File: config.mk
export PLATFORM = sky130hd
export DESIGN_NAME = text_line_splitter
export DESIGN_NICKNAME = d
export VERILOG_FILES = /design/src/rtl/core/tls_pkg.sv /design/src/rtl/core/text_line_splitter.sv /design/src/rtl/core/tls_step.sv /design/src/rtl/core/tls_queue.sv
export SDC_FILE = /design/constraint.sdc
export NUM_CORES = 1
export LEC_CHECK = 0
export ABC_CLOCK_PERIOD_IN_PS = 7800
export BUFFER_PORTS_ARGS = -buffer_cell sky130_fd_sc_hd__clkbuf_2
export CORE_ASPECT_RATIO = 0.75
export CORE_MARGIN = 2
export CORE_UTILIZATION = 57
export CTS_BUF_LIST = sky130_fd_sc_hd__clkbuf_4 sky130_fd_sc_hd__clkbuf_8
export DETAILED_ROUTE_END_ITERATION = 10
export HOLD_SLACK_MARGIN = 0.03
export PLACE_DENSITY = 0.8
export SKIP_CTS_REPAIR_TIMING = 1
export SLEW_MARGIN = 0
export SYNTH_ARGS = -nofsm -noshare
export SYNTH_HDL_FRONTEND = slang
export SYNTH_SLANG_ARGS = --single-unit
File: constraint.sdc
create_clock -name clock -period 7.8 [get_ports clock]
set_clock_uncertainty 0.1 [all_clocks]
set_input_delay 2.34 -clock clock [delete_from_list [all_inputs] [get_ports clock]]
set_output_delay 2.34 -clock clock [all_outputs]
set_load 0.05 [all_outputs]
File: src/rtl/core/tls_pkg.sv
// tls_pkg: shared types and constants of the text line splitter
// used by tls_step, tls_queue and text_line_splitter; no dependencies
package tls_pkg;

   // terminator characters
   localparam logic [7:0] CH_LF = 8'h0A;
   localparam logic [7:0] CH_CR = 8'h0D;

   // configuration port
   localparam int CSR_INDEX_BITS = 2;
   localparam int CSR_DATA_BITS  = 48;
   localparam int RANGE_BITS     = 48;
   localparam logic [CSR_INDEX_BITS-1:0] CSR_SKIP_FIRST_LINE = 2'd0;
   localparam logic [CSR_INDEX_BITS-1:0] CSR_RANGE_BYTES     = 2'd1;

   // result fields of fixed width
   localparam int OUT_LEN_BITS = 32;
   localparam int ROW_BITS     = 32;

   // result queue
   localparam int QUEUE_DEPTH = 4;
   localparam int QPTR_BITS   = $clog2(QUEUE_DEPTH);
   localparam int QCNT_BITS   = $clog2(QUEUE_DEPTH + 1);

   typedef enum logic [1:0] {
      PH_BETWEEN = 2'd0,
      PH_SKIP    = 2'd1,
      PH_LINE    = 2'd2,
      PH_DONE    = 2'd3
   } phase_type;

   typedef struct packed {
      logic [7:0]              out_byte;
      logic                    has_byte;
      logic                    line_end;
      logic [OUT_LEN_BITS-1:0] line_length;
      logic [ROW_BITS-1:0]     row_number;
      logic                    run_last;
   } result_type;

endpackage

File: src/rtl/core/text_line_splitter.sv
// text_line_splitter: top level, state registers, config port and result queue
// depends on tls_pkg, tls_step and tls_queue
//
// Splits a byte stream into lines ending in LF or CR LF, one item accepted per
// clock while req_ready is high. Each byte yields zero, one or two result
// items; the rsp channel carries one result at a time, so a byte that yields
// two results (a held CR followed by a content byte) holds the output for both.
// Results go through a four-entry queue; req_ready is high while at most two
// results are held, so the input keeps flowing at one byte per cycle as long
// as the output drains and most bytes give a single result. Results of an
// accepted byte are registered in the queue. Write registers through csr_we
// only while no item is in flight; the block itself does not enforce this.
module text_line_splitter #(
   parameter int LENGTH_BITS = 32,
   parameter int COUNT_BITS  = 48
) (
   input  logic                                 clock,
   input  logic                                 reset,
   input  logic                                 csr_we,
   input  logic [tls_pkg::CSR_INDEX_BITS-1:0]   csr_index,
   input  logic [tls_pkg::CSR_DATA_BITS-1:0]    csr_wdata,
   input  logic                                 req_valid,
   output logic                                 req_ready,
   input  logic [7:0]                           req_in_byte,
   input  logic                                 req_in_last,
   output logic                                 rsp_valid,
   input  logic                                 rsp_ready,
   output logic [7:0]                           rsp_out_byte,
   output logic                                 rsp_has_byte,
   output logic                                 rsp_line_end,
   output logic [tls_pkg::OUT_LEN_BITS-1:0]     rsp_line_length,
   output logic [tls_pkg::ROW_BITS-1:0]         rsp_row_number,
   output logic                                 rsp_run_last
);

   logic [tls_pkg::RANGE_BITS-1:0] range_ff;
   tls_pkg::phase_type             phase_ff, phase_in;
   logic                           cr_pending_ff, cr_pending_in;
   logic [LENGTH_BITS-1:0]         line_len_ff, line_len_in;
   logic [COUNT_BITS-1:0]          consumed_ff, consumed_in;
   logic [tls_pkg::ROW_BITS-1:0]   row_ff, row_in;
   tls_pkg::result_type            res0;
   tls_pkg::result_type            res1;
   tls_pkg::result_type            head;
   logic [1:0]                     res_count;
   logic [1:0]                     push_count;
   logic                           room;
   logic                           accept;

   assign req_ready  = room;
   assign accept     = req_valid && room;
   assign push_count = accept ? res_count : 2'd0;

   // per-byte logic
   tls_step #(
      .LENGTH_BITS (LENGTH_BITS),
      .COUNT_BITS  (COUNT_BITS)
   ) u_step (
      .in_byte       (req_in_byte),
      .in_last       (req_in_last),
      .range_bytes   (range_ff),
      .phase         (phase_ff),
      .cr_pending    (cr_pending_ff),
      .line_len      (line_len_ff),
      .consumed      (consumed_ff),
      .row           (row_ff),
      .phase_nx      (phase_in),
      .cr_pending_nx (cr_pending_in),
      .line_len_nx   (line_len_in),
      .consumed_nx   (consumed_in),
      .row_nx        (row_in),
      .res0          (res0),
      .res1          (res1),
      .res_count     (res_count)
   );

   // configuration and line state
   always_ff @(posedge clock) begin
      if (reset) begin
         range_ff      <= '0;
         phase_ff      <= tls_pkg::PH_BETWEEN;
         cr_pending_ff <= 1'b0;
         line_len_ff   <= '0;
         consumed_ff   <= '0;
         row_ff        <= '0;
      end else begin
         if (accept) begin
            phase_ff      <= phase_in;
            cr_pending_ff <= cr_pending_in;
            line_len_ff   <= line_len_in;
            consumed_ff   <= consumed_in;
            row_ff        <= row_in;
         end
         if (csr_we) begin
            unique case (csr_index)
               tls_pkg::CSR_SKIP_FIRST_LINE: begin
                  // skip setting only takes hold before the first byte
                  if (!accept && (consumed_ff == '0) &&
                      ((phase_ff == tls_pkg::PH_BETWEEN) ||
                       (phase_ff == tls_pkg::PH_SKIP))) begin
                     phase_ff <= csr_wdata[0] ? tls_pkg::PH_SKIP
                                              : tls_pkg::PH_BETWEEN;
                  end
               end
               tls_pkg::CSR_RANGE_BYTES: begin
                  range_ff <= csr_wdata[tls_pkg::RANGE_BITS-1:0];
               end
               default: begin
               end
            endcase
         end
      end
   end

   // result queue
   tls_queue u_queue (
      .clock      (clock),
      .reset      (reset),
      .push0      (res0),
      .push1      (res1),
      .push_count (push_count),
      .room       (room),
      .head       (head),
      .head_valid (rsp_valid),
      .head_ready (rsp_ready)
   );

   assign rsp_out_byte    = head.out_byte;
   assign rsp_has_byte    = head.has_byte;
   assign rsp_line_end    = head.line_end;
   assign rsp_line_length = head.line_length;
   assign rsp_row_number  = head.row_number;
   assign rsp_run_last    = head.run_last;

endmodule

File: src/rtl/core/tls_step.sv
// tls_step: per-byte next-state and result logic of the line splitter
// depends on tls_pkg; purely combinational, fed from the state registers
module tls_step #(
   parameter int LENGTH_BITS = 32,
   parameter int COUNT_BITS  = 48
) (
   input  logic [7:0]                   in_byte,
   input  logic                         in_last,
   input  logic [tls_pkg::RANGE_BITS-1:0] range_bytes,
   input  tls_pkg::phase_type           phase,
   input  logic                         cr_pending,
   input  logic [LENGTH_BITS-1:0]       line_len,
   input  logic [COUNT_BITS-1:0]        consumed,
   input  logic [tls_pkg::ROW_BITS-1:0] row,
   output tls_pkg::phase_type           phase_nx,
   output logic                         cr_pending_nx,
   output logic [LENGTH_BITS-1:0]       line_len_nx,
   output logic [COUNT_BITS-1:0]        consumed_nx,
   output logic [tls_pkg::ROW_BITS-1:0] row_nx,
   output tls_pkg::result_type          res0,
   output tls_pkg::result_type          res1,
   output logic [1:0]                   res_count
);

   localparam int CMP_BITS = (COUNT_BITS > tls_pkg::RANGE_BITS) ? COUNT_BITS
                                                                : tls_pkg::RANGE_BITS;
   localparam int EXT_BITS = (LENGTH_BITS > tls_pkg::OUT_LEN_BITS) ? LENGTH_BITS
                                                                   : tls_pkg::OUT_LEN_BITS + 1;

   function automatic logic [LENGTH_BITS-1:0] len_inc(input logic [LENGTH_BITS-1:0] v);
      return (&v) ? v : v + LENGTH_BITS'(1);
   endfunction

   function automatic logic [tls_pkg::OUT_LEN_BITS-1:0] len_out(
      input logic [LENGTH_BITS-1:0] v);
      logic [EXT_BITS-1:0] ext;
      ext = EXT_BITS'(v);
      return (|ext[EXT_BITS-1:tls_pkg::OUT_LEN_BITS]) ? '1
                                                      : ext[tls_pkg::OUT_LEN_BITS-1:0];
   endfunction

   logic                   is_lf;
   logic                   is_cr;
   logic                   range_used;
   logic                   active;
   logic                   cur_cr;
   logic [LENGTH_BITS-1:0] cur_len;
   logic                   cr_emit;
   logic [LENGTH_BITS-1:0] len_a;
   logic [LENGTH_BITS-1:0] len_b;
   logic                   main_emit;
   logic                   main_has;
   logic                   main_end;
   logic [7:0]             main_byte;
   logic [LENGTH_BITS-1:0] main_len;
   tls_pkg::result_type    cr_res;
   tls_pkg::result_type    main_res;

   assign is_lf      = (in_byte == tls_pkg::CH_LF);
   assign is_cr      = (in_byte == tls_pkg::CH_CR);
   assign range_used = (range_bytes != '0) &&
                       (CMP_BITS'(consumed) >= CMP_BITS'(range_bytes));
   assign consumed_nx = (&consumed) ? consumed : consumed + COUNT_BITS'(1);

   // a line is open or about to open with this byte
   assign active  = (phase == tls_pkg::PH_LINE) ||
                    ((phase == tls_pkg::PH_BETWEEN) && !range_used);
   assign cur_cr  = (phase == tls_pkg::PH_LINE) && cr_pending;
   assign cur_len = (phase == tls_pkg::PH_LINE) ? line_len : '0;

   // a held CR not followed by LF becomes content
   assign cr_emit = active && cur_cr && !is_lf;
   assign len_a   = cr_emit ? len_inc(cur_len) : cur_len;
   assign len_b   = len_inc(len_a);

   // result caused by the byte itself
   always_comb begin
      main_emit = 1'b0;
      main_has  = 1'b0;
      main_end  = 1'b0;
      main_byte = 8'h00;
      main_len  = len_a;
      if (active) begin
         if (is_lf) begin
            main_emit = 1'b1;
            main_end  = 1'b1;
         end else if (is_cr) begin
            if (in_last) begin
               main_emit = 1'b1;
               main_has  = 1'b1;
               main_end  = 1'b1;
               main_byte = tls_pkg::CH_CR;
               main_len  = len_b;
            end
         end else begin
            main_emit = 1'b1;
            main_has  = 1'b1;
            main_end  = in_last;
            main_byte = in_byte;
            main_len  = len_b;
         end
      end
   end

   // next state
   always_comb begin
      phase_nx      = phase;
      cr_pending_nx = cr_pending;
      line_len_nx   = line_len;
      row_nx        = row;
      unique case (phase)
         tls_pkg::PH_DONE: begin
         end
         tls_pkg::PH_SKIP: begin
            if (in_last) begin
               phase_nx = tls_pkg::PH_DONE;
            end else if (is_lf) begin
               phase_nx = tls_pkg::PH_BETWEEN;
            end
         end
         default: begin
            if (!active) begin
               phase_nx = tls_pkg::PH_DONE;
            end else if (main_end) begin
               row_nx        = row + tls_pkg::ROW_BITS'(1);
               line_len_nx   = '0;
               cr_pending_nx = 1'b0;
               phase_nx      = in_last ? tls_pkg::PH_DONE : tls_pkg::PH_BETWEEN;
            end else if (is_cr) begin
               cr_pending_nx = 1'b1;
               line_len_nx   = len_a;
               phase_nx      = tls_pkg::PH_LINE;
            end else begin
               cr_pending_nx = 1'b0;
               line_len_nx   = main_len;
               phase_nx      = tls_pkg::PH_LINE;
            end
         end
      endcase
   end

   // result records
   always_comb begin
      cr_res.out_byte    = tls_pkg::CH_CR;
      cr_res.has_byte    = 1'b1;
      cr_res.line_end    = 1'b0;
      cr_res.line_length = '0;
      cr_res.row_number  = row;
      cr_res.run_last    = !main_emit;

      main_res.out_byte    = main_byte;
      main_res.has_byte    = main_has;
      main_res.line_end    = main_end;
      main_res.line_length = main_end ? len_out(main_len) : '0;
      main_res.row_number  = row;
      main_res.run_last    = 1'b1;
   end

   assign res0      = cr_emit ? cr_res : main_res;
   assign res1      = main_res;
   assign res_count = {1'b0, cr_emit} + {1'b0, main_emit};

endmodule

File: src/rtl/core/tls_queue.sv
// tls_queue: small result queue taking up to two results per cycle
// depends on tls_pkg; drains one result per cycle over valid/ready
module tls_queue (
   input  logic                clock,
   input  logic                reset,
   input  tls_pkg::result_type push0,
   input  tls_pkg::result_type push1,
   input  logic [1:0]          push_count,
   output logic                room,
   output tls_pkg::result_type head,
   output logic                head_valid,
   input  logic                head_ready
);

   tls_pkg::result_type                  mem_ff [tls_pkg::QUEUE_DEPTH];
   logic [tls_pkg::QPTR_BITS-1:0]        wr_ptr_ff, wr_ptr_in;
   logic [tls_pkg::QPTR_BITS-1:0]        rd_ptr_ff, rd_ptr_in;
   logic [tls_pkg::QCNT_BITS-1:0]        count_ff, count_in;
   logic [tls_pkg::QPTR_BITS-1:0]        wr_next;
   logic                                 pop;

   assign wr_next    = wr_ptr_ff + tls_pkg::QPTR_BITS'(1);
   assign pop        = head_valid && head_ready;
   assign head_valid = (count_ff != '0);
   assign head       = mem_ff[rd_ptr_ff];
   // room for a full two-result item
   assign room       = (count_ff <= tls_pkg::QCNT_BITS'(tls_pkg::QUEUE_DEPTH - 2));

   assign wr_ptr_in = wr_ptr_ff + tls_pkg::QPTR_BITS'(push_count);
   assign rd_ptr_in = rd_ptr_ff + tls_pkg::QPTR_BITS'(pop);
   assign count_in  = count_ff + tls_pkg::QCNT_BITS'(push_count)
                    - tls_pkg::QCNT_BITS'(pop);

   // pointers and fill count
   always_ff @(posedge clock) begin
      if (reset) begin
         wr_ptr_ff <= '0;
         rd_ptr_ff <= '0;
         count_ff  <= '0;
      end else begin
         wr_ptr_ff <= wr_ptr_in;
         rd_ptr_ff <= rd_ptr_in;
         count_ff  <= count_in;
      end
   end

   // result storage
   always_ff @(posedge clock) begin
      if (push_count != 2'd0) begin
         mem_ff[wr_ptr_ff] <= push0;
      end
      if (push_count == 2'd2) begin
         mem_ff[wr_next] <= push1;
      end
   end

endmodule
# --- After elaboration in Yosys (flattened, before gate mapping) ---
# Memory sizes are Yosys's and may differ from the RTL's. A register that Yosys moved wholly into a read port is not among the register bits.
# Index checks and enable logic that the tools add are counted.
word_totals:
  rom_bits: 0
  elab_cells: 104
  n_memories: 1
  ram_bits: 300
  latch_bits: 0
  reg_bits: 170
memory_table:
  columns: ["memory", "depth", "width", "rd", "rd_ports_with_merged_regs", "wr", "line", "source"]
  rows:
  - ["u_queue.mem_ff", 4, 75, 1, 1, 2, "tls_queue.sv:15", "tls_pkg::result_type mem_ff [tls_pkg::QUEUE_DEPTH];"]
classes:
  eq_ne: 7
  n_bitwise: 2
  muxes: 44
  shift: 0
  addsub: 10
  n_mul: 0
  n_lt_le_gt_ge: 2
  div: 0
  n_reduce_logical: 29
op_table:
  columns: ["cell", "n"]
  rows:
  - ["32-bit 2-to-1 mux", 11]
  - ["32-bit by 1-bit adder with 32-bit output, second input constant", 3]
  - ["75-bit 2-to-1 mux", 1]
  - ["32-bit AND reduction", 2]
  - ["48-bit by 1-bit adder with 48-bit output, second input constant", 1]
  - ["48-bit >= comparator", 1]
  - ["48-bit logical NOT", 1]
  - ["48-bit AND reduction", 1]
  - ["48-bit nonzero test", 1]
  - ["8-bit 2-to-1 mux", 3]
  - ["2-bit 2-to-1 mux", 11]
  - ["8-bit by 4-bit == test with 1-bit output, second input constant", 2]
  - ["1-bit 2-to-1 mux", 16]
  - ["1-bit logical AND", 9]
  - ["2-bit == test, second input constant", 3]
  - ["2-bit by 1-bit == test with 1-bit output, second input constant", 2]
  - ["1-bit logical NOT", 4]
  - ["2-bit logical NOT", 2]
  - ["4-bit 2-to-1 mux", 1]
  - ["2-bit one-hot mux with 2 select lines", 1]
  - ["2-bit AND reduction", 2]
  - ["4-bit AND reduction", 1]
  - ["3-bit by 2-bit adder with 3-bit output", 1]
  - ["3-bit by 2-bit less-or-equal comparator with 1-bit output, second input constant", 1]
  - ["other kinds (11)", 13]

# --- Depth between registers and ports, before layout ---
depth:
  word_depth: 16
  mapped_depth: 22
  mapped_depth_nobuf: 18

# --- By module ---
# A second synthesis with hierarchy kept.
unflattened:
  cells_unflattened: 2621
  area_unflattened_um2: 28205.8
by_module_without_submodules:
  columns: ["module", "seq_area_each_um2", "cells_each", "area_per_inst_um2", "instances"]
  rows:
  - ["tls_queue", 9148.8, 771, 15300.9, 1]
  - ["tls_step", 0.0, 1118, 7174.4, 1]
  - ["text_line_splitter", 3263.1, 732, 5730.5, 1]

# --- Least setup slack after synthesis ---
# No wires, ideal clock.
synth_timing:
  path_type: "input-to-reg"
  from: "input req_in_byte[5]"
  to: "memory u_queue.mem_ff[2][10] (netlist name), enable pin"
  path_stages: 11
  setup_slack_ns: 0.131
  path_buffers: 1
  arrival_ns: 7.105
  cell_sequence: "nor4_1 > nand2_1 > nor4b_1 > nor3_1 > ha_1 > nand2_1 > nand2_1 > nand2_1 > o21a_1 > inv_1 > clkbuf_1"
synth_rtl:
  columns: ["element", "line", "source"]
  rows:
  - ["from (decl)", "text_line_splitter.sv:24", "input logic [7:0] req_in_byte,"]
  - ["to (decl)", "tls_queue.sv:15", null]

==> results by group <==
Outcome
  – Status: finished, final reports clean

Synthesis
  – Post-synthesis mux area share: 7.44%
  – Synth area leader: edfxtp_1
  – Fraction of registers with async set or reset after synthesis: 0%
  – Syn. warnings: 0
  – Adder-Cell Fraction of Synth Area: 3.27%
  – Synth Area in XOR/XNOR: 4.37%
  – Flops & latches, synth: 470
  – Post-Syn Area: 23600 sq um
  – Post-synth top flop: edfxtp_1
  – Synth top area share: 37.7%
  – Post-synthesis simple-gate area fraction: 21.3%
  – Distinct cell type count after synthesis: 85
  – Mean Syn Cell Area: 10.7 sq um
  – Seq/Total Area, Yosys: 52.5%
  – Mapped Cells: 2207
  – Post-Syn Nets: 2332
  – Post-synth EDFFs: 296
  – Largest family of logic cells by synthesized area: simple AND/OR/NAND/NOR gates
  – Area contributors post-synth: edfxtp_1 38%, dfxtp_1 15%, mux4_2 7.2%
  – Post-synthesis compound-gate area fraction: 7.59%

Critical path
  – Reg2Reg Setup Slack: 1.94 ns
  – Nature of the critical path endpoint: register
  – FF-to-FF End: u_queue.mem_ff[2][58]$_DFFE_PP_
  – Critical path cell sequence: clkbuf_2 -> or4_1 -> o311ai_2 -> inv_2 -> nand2_1 -> mux2_2 -> ha_1 -> o21ai_1 -> nor4_1 -> buf_4 -> and2_1 -> a21oi_2 -> nand4_1 -> xnor2_1 -> nor2_1
  – Cell family with most CP delay: simple AND/OR/NAND/NOR gates
  – Buf/Inv on CP: 3
  – Critical Path AT: 6.69 ns
  – Startpoint types: primary input
  – Worst r2r path cells: 19
  – Critical path required time: 8.07 ns
  – Max stage delay cell, worst path: a21oi_2
  – Crit path launch: req_in_byte[4]
  – Crit path depth: 15
  – CP endpoint: u_queue.mem_ff[2][58]$_DFFE_PP_
  – Critical path class: primary input to register
  – R2r startpoint: phase_ff[1]$_SDFF_PP0_
  – Crit path largest cell delay: 0.83 ns
  – Max FO, Critical Path: 19

Power and ir drop
  – Sw Ratio: 36.0%
  – Sequential share of power: 41.5%
  – Clock power share: 30.0%
  – NetSw: 2.63 mW
  – Combinational Power Share: 28.4%
  – Pwr/cell area: 278 nW/um^2
  – Int Power: 4.69 mW
  – Leak: 9.15 nW
  – Peak VDD IR: 0.235 mV
  – Final Power: 7.32 mW

Clock network
  – Clock insertion delay at the later pin of the skew report: 0.65 ns
  – Clock Path Buffers: 3
  – Clock root buffer: clkbuf_8
  – H-tree Lvls: 3
  – Sink Count: 470
  – CTS tree: done
  – CTS clk-pin slew, worst paths: 0.06 ns
  – Number of buffers created by CTS: 74

Floorplan
  – Cell Rows: 64
  – Die H: 180 um
  – Core area: 40800 sq um
  – Die Wd: 239 um
  – Top Ports: 141
  – Full die area: 43000 sq um
  – Starting Density: 57.8%

Finish
  – Final layout net count: 2460
  – Leading cell types in the layout, fill and taps excluded: 296 x edfxtp_1, 266 x nor2_1, 212 x nand2_1
  – Most common cell after layout, fill and taps aside: edfxtp_1
  – Fillers: 3118
  – Layout cells sized above 1: 18.1%
  – Layout Utilization: 64.6%
  – Area Growth Syn to Fin: 11.8%
  – Fin area: 26300 sq um

Place
  – Dpl cell area: 24800 sq um
  – PortBufs: 140
  – Placer Congestion: 0.995
  – HPWL Detailed: 42900 um

STA
  – Setup TNS: 0 ns
  – RSZ-0062 raised after global routing: no
  – Final setup fails: 0
  – Slew HR: 17.5%
  – Max-slew violation count: 0
  – Max Freq: 156 MHz
  – Hold Vio Cnt, Final: 0
  – Final worst-path cycle share: 82.3%
  – Slew @ Worst Pin: 1.21 ns
  – Fin crit period: 6.42 ns

Global route
  – Initial antenna violation count: 4
  – Global Route Usage Sum: 29.7%
  – Number of global-route vias before repair: 17500
  – Grt ovf: 0
  – Largest net degree at the start of global routing: 85
  – First-pass GRT wire length: 99000 um

Routing
  – Number of vias per cell: 6.17
  – Remaining DRCs: 0
  – DRT antenna net count: 0
  – First drt pass iteration count: 5
  – Iteration-0 DRC Markers: 1794
  – WL final: 63500 um
  – WL/cell: 21.7 um
  – Vias: 18100

Run
  – Max Cap Viol: 0

Worst hold path
  – Worst Hold Class: register to register
  – HP Start: range_ff[5]$_SDFFE_PP0P_
cells by family (layout without fill, tap and decap cells):
logic type,after synthesis,count (layout)
and+or+nand+nor,982,982
DFF,470,470
AOI/OAI and AO/OA,289,289
buffers and inverters,208,395
xor gates and xnor gates,116,116
muxes,81,81
adders and majority gates,61,61
other,0,4
metal layers:
layer	up-vias	track usage, %	part of all wire [%]
li1	8298	-	-
met1	8803	42.0	42
met2	834	45.2	46
met3	117	6.45	8.8
met4	0	10.8	2.9
met5	-	0	0
synthesized netlist by cell type, types with 17 or more instances:
| library cell | n |
|---|---|
| a21oi_1 | 134 |
| and2_1 | 98 |
| and3_1 | 82 |
| buf_1 | 17 |
| clkbuf_1 | 91 |
| dfxtp_1 | 174 |
| edfxtp_1 | 296 |
| ha_1 | 60 |
| inv_1 | 84 |
| mux4_2 | 75 |
| nand2_1 | 212 |
| nand3_1 | 65 |
| nand4_1 | 38 |
| nor2_1 | 266 |
| nor3_1 | 60 |
| nor4_1 | 40 |
| o21ai_0 | 34 |
| o22ai_1 | 35 |
| or3_1 | 22 |
| xnor2_1 | 49 |
| xor2_1 | 65 |
worst register-to-register path, delay by kind of cell (launching register included):
family          cells  cell delay [ns]
simple gates       10             2.17
compound gates      2             0.97
buf+inv             3             0.63
fa+ha+maj           2             0.58
mux                 1             0.42
xor+xnor            1             0.41
flops               1             0.31
state kept, by name (all words and copies together), names as in the netlist:
register,cells
range_ff,48
cr_pending_ff,1
row_ff,32
u_queue.count_ff,3
u_queue.rd_ptr_ff,2
u_queue.wr_ptr_ff,2
u_queue.mem_ff,300
line_len_ff,32
consumed_ff,48
phase_ff,2
power by group through the flow:
stage / combinational (mW) / clock, mW / sequential, mW
after global placement: 2.06 / 0 / 3.08
after global routing: 2.18 / 2.34 / 3.07
after detailed placement: 2.08 / 0 / 3.10
after CTS: 2.08 / 2.23 / 3.04
after floorplan: 1.63 / 0 / 3.00
final: 2.08 / 2.20 / 3.04
cell type report:
class	count	area, sq um	share of cell area (%)
Antenna cell	4	10.0	0.0380
Clock buffer	107	1350	5.14
Clock inverter	28	228	0.864
Inverter	85	324	1.23
Multi-Input combinational cell	1529	10400	39.4
Sequential cell	470	12400	47.0
Tap cell	528	661	2.51
Timing Repair Buffer	175	1000	3.81
stage by stage:
step	hold slack (ns)	setup WS [ns]	instances
CTS	0.373	1.53	2922
global placement	0.363	0.982	2787
finish	0.368	1.38	2926
floorplan	0.349	0.131	2207
global route	0.390	1.15	2926
detailed placement	0.365	0.877	2787
worst min path at each step:
| stage | cells past startpoint | slack, ns | to |
|---|---|---|---|
| global placement | 2 | 0.36 | range_ff[39]$_SDFFE_PP0P_ |
| detailed placement | 2 | 0.37 | range_ff[5]$_SDFFE_PP0P_ |
| finish | 2 | 0.37 | range_ff[5]$_SDFFE_PP0P_ |
| global route | 2 | 0.39 | range_ff[40]$_SDFFE_PP0P_ |
| CTS | 2 | 0.37 | range_ff[5]$_SDFFE_PP0P_ |
| floorplan | 2 | 0.35 | range_ff[16]$_SDFFE_PP0P_ |
Note: power is estimated with default switching activity, not from simulation.
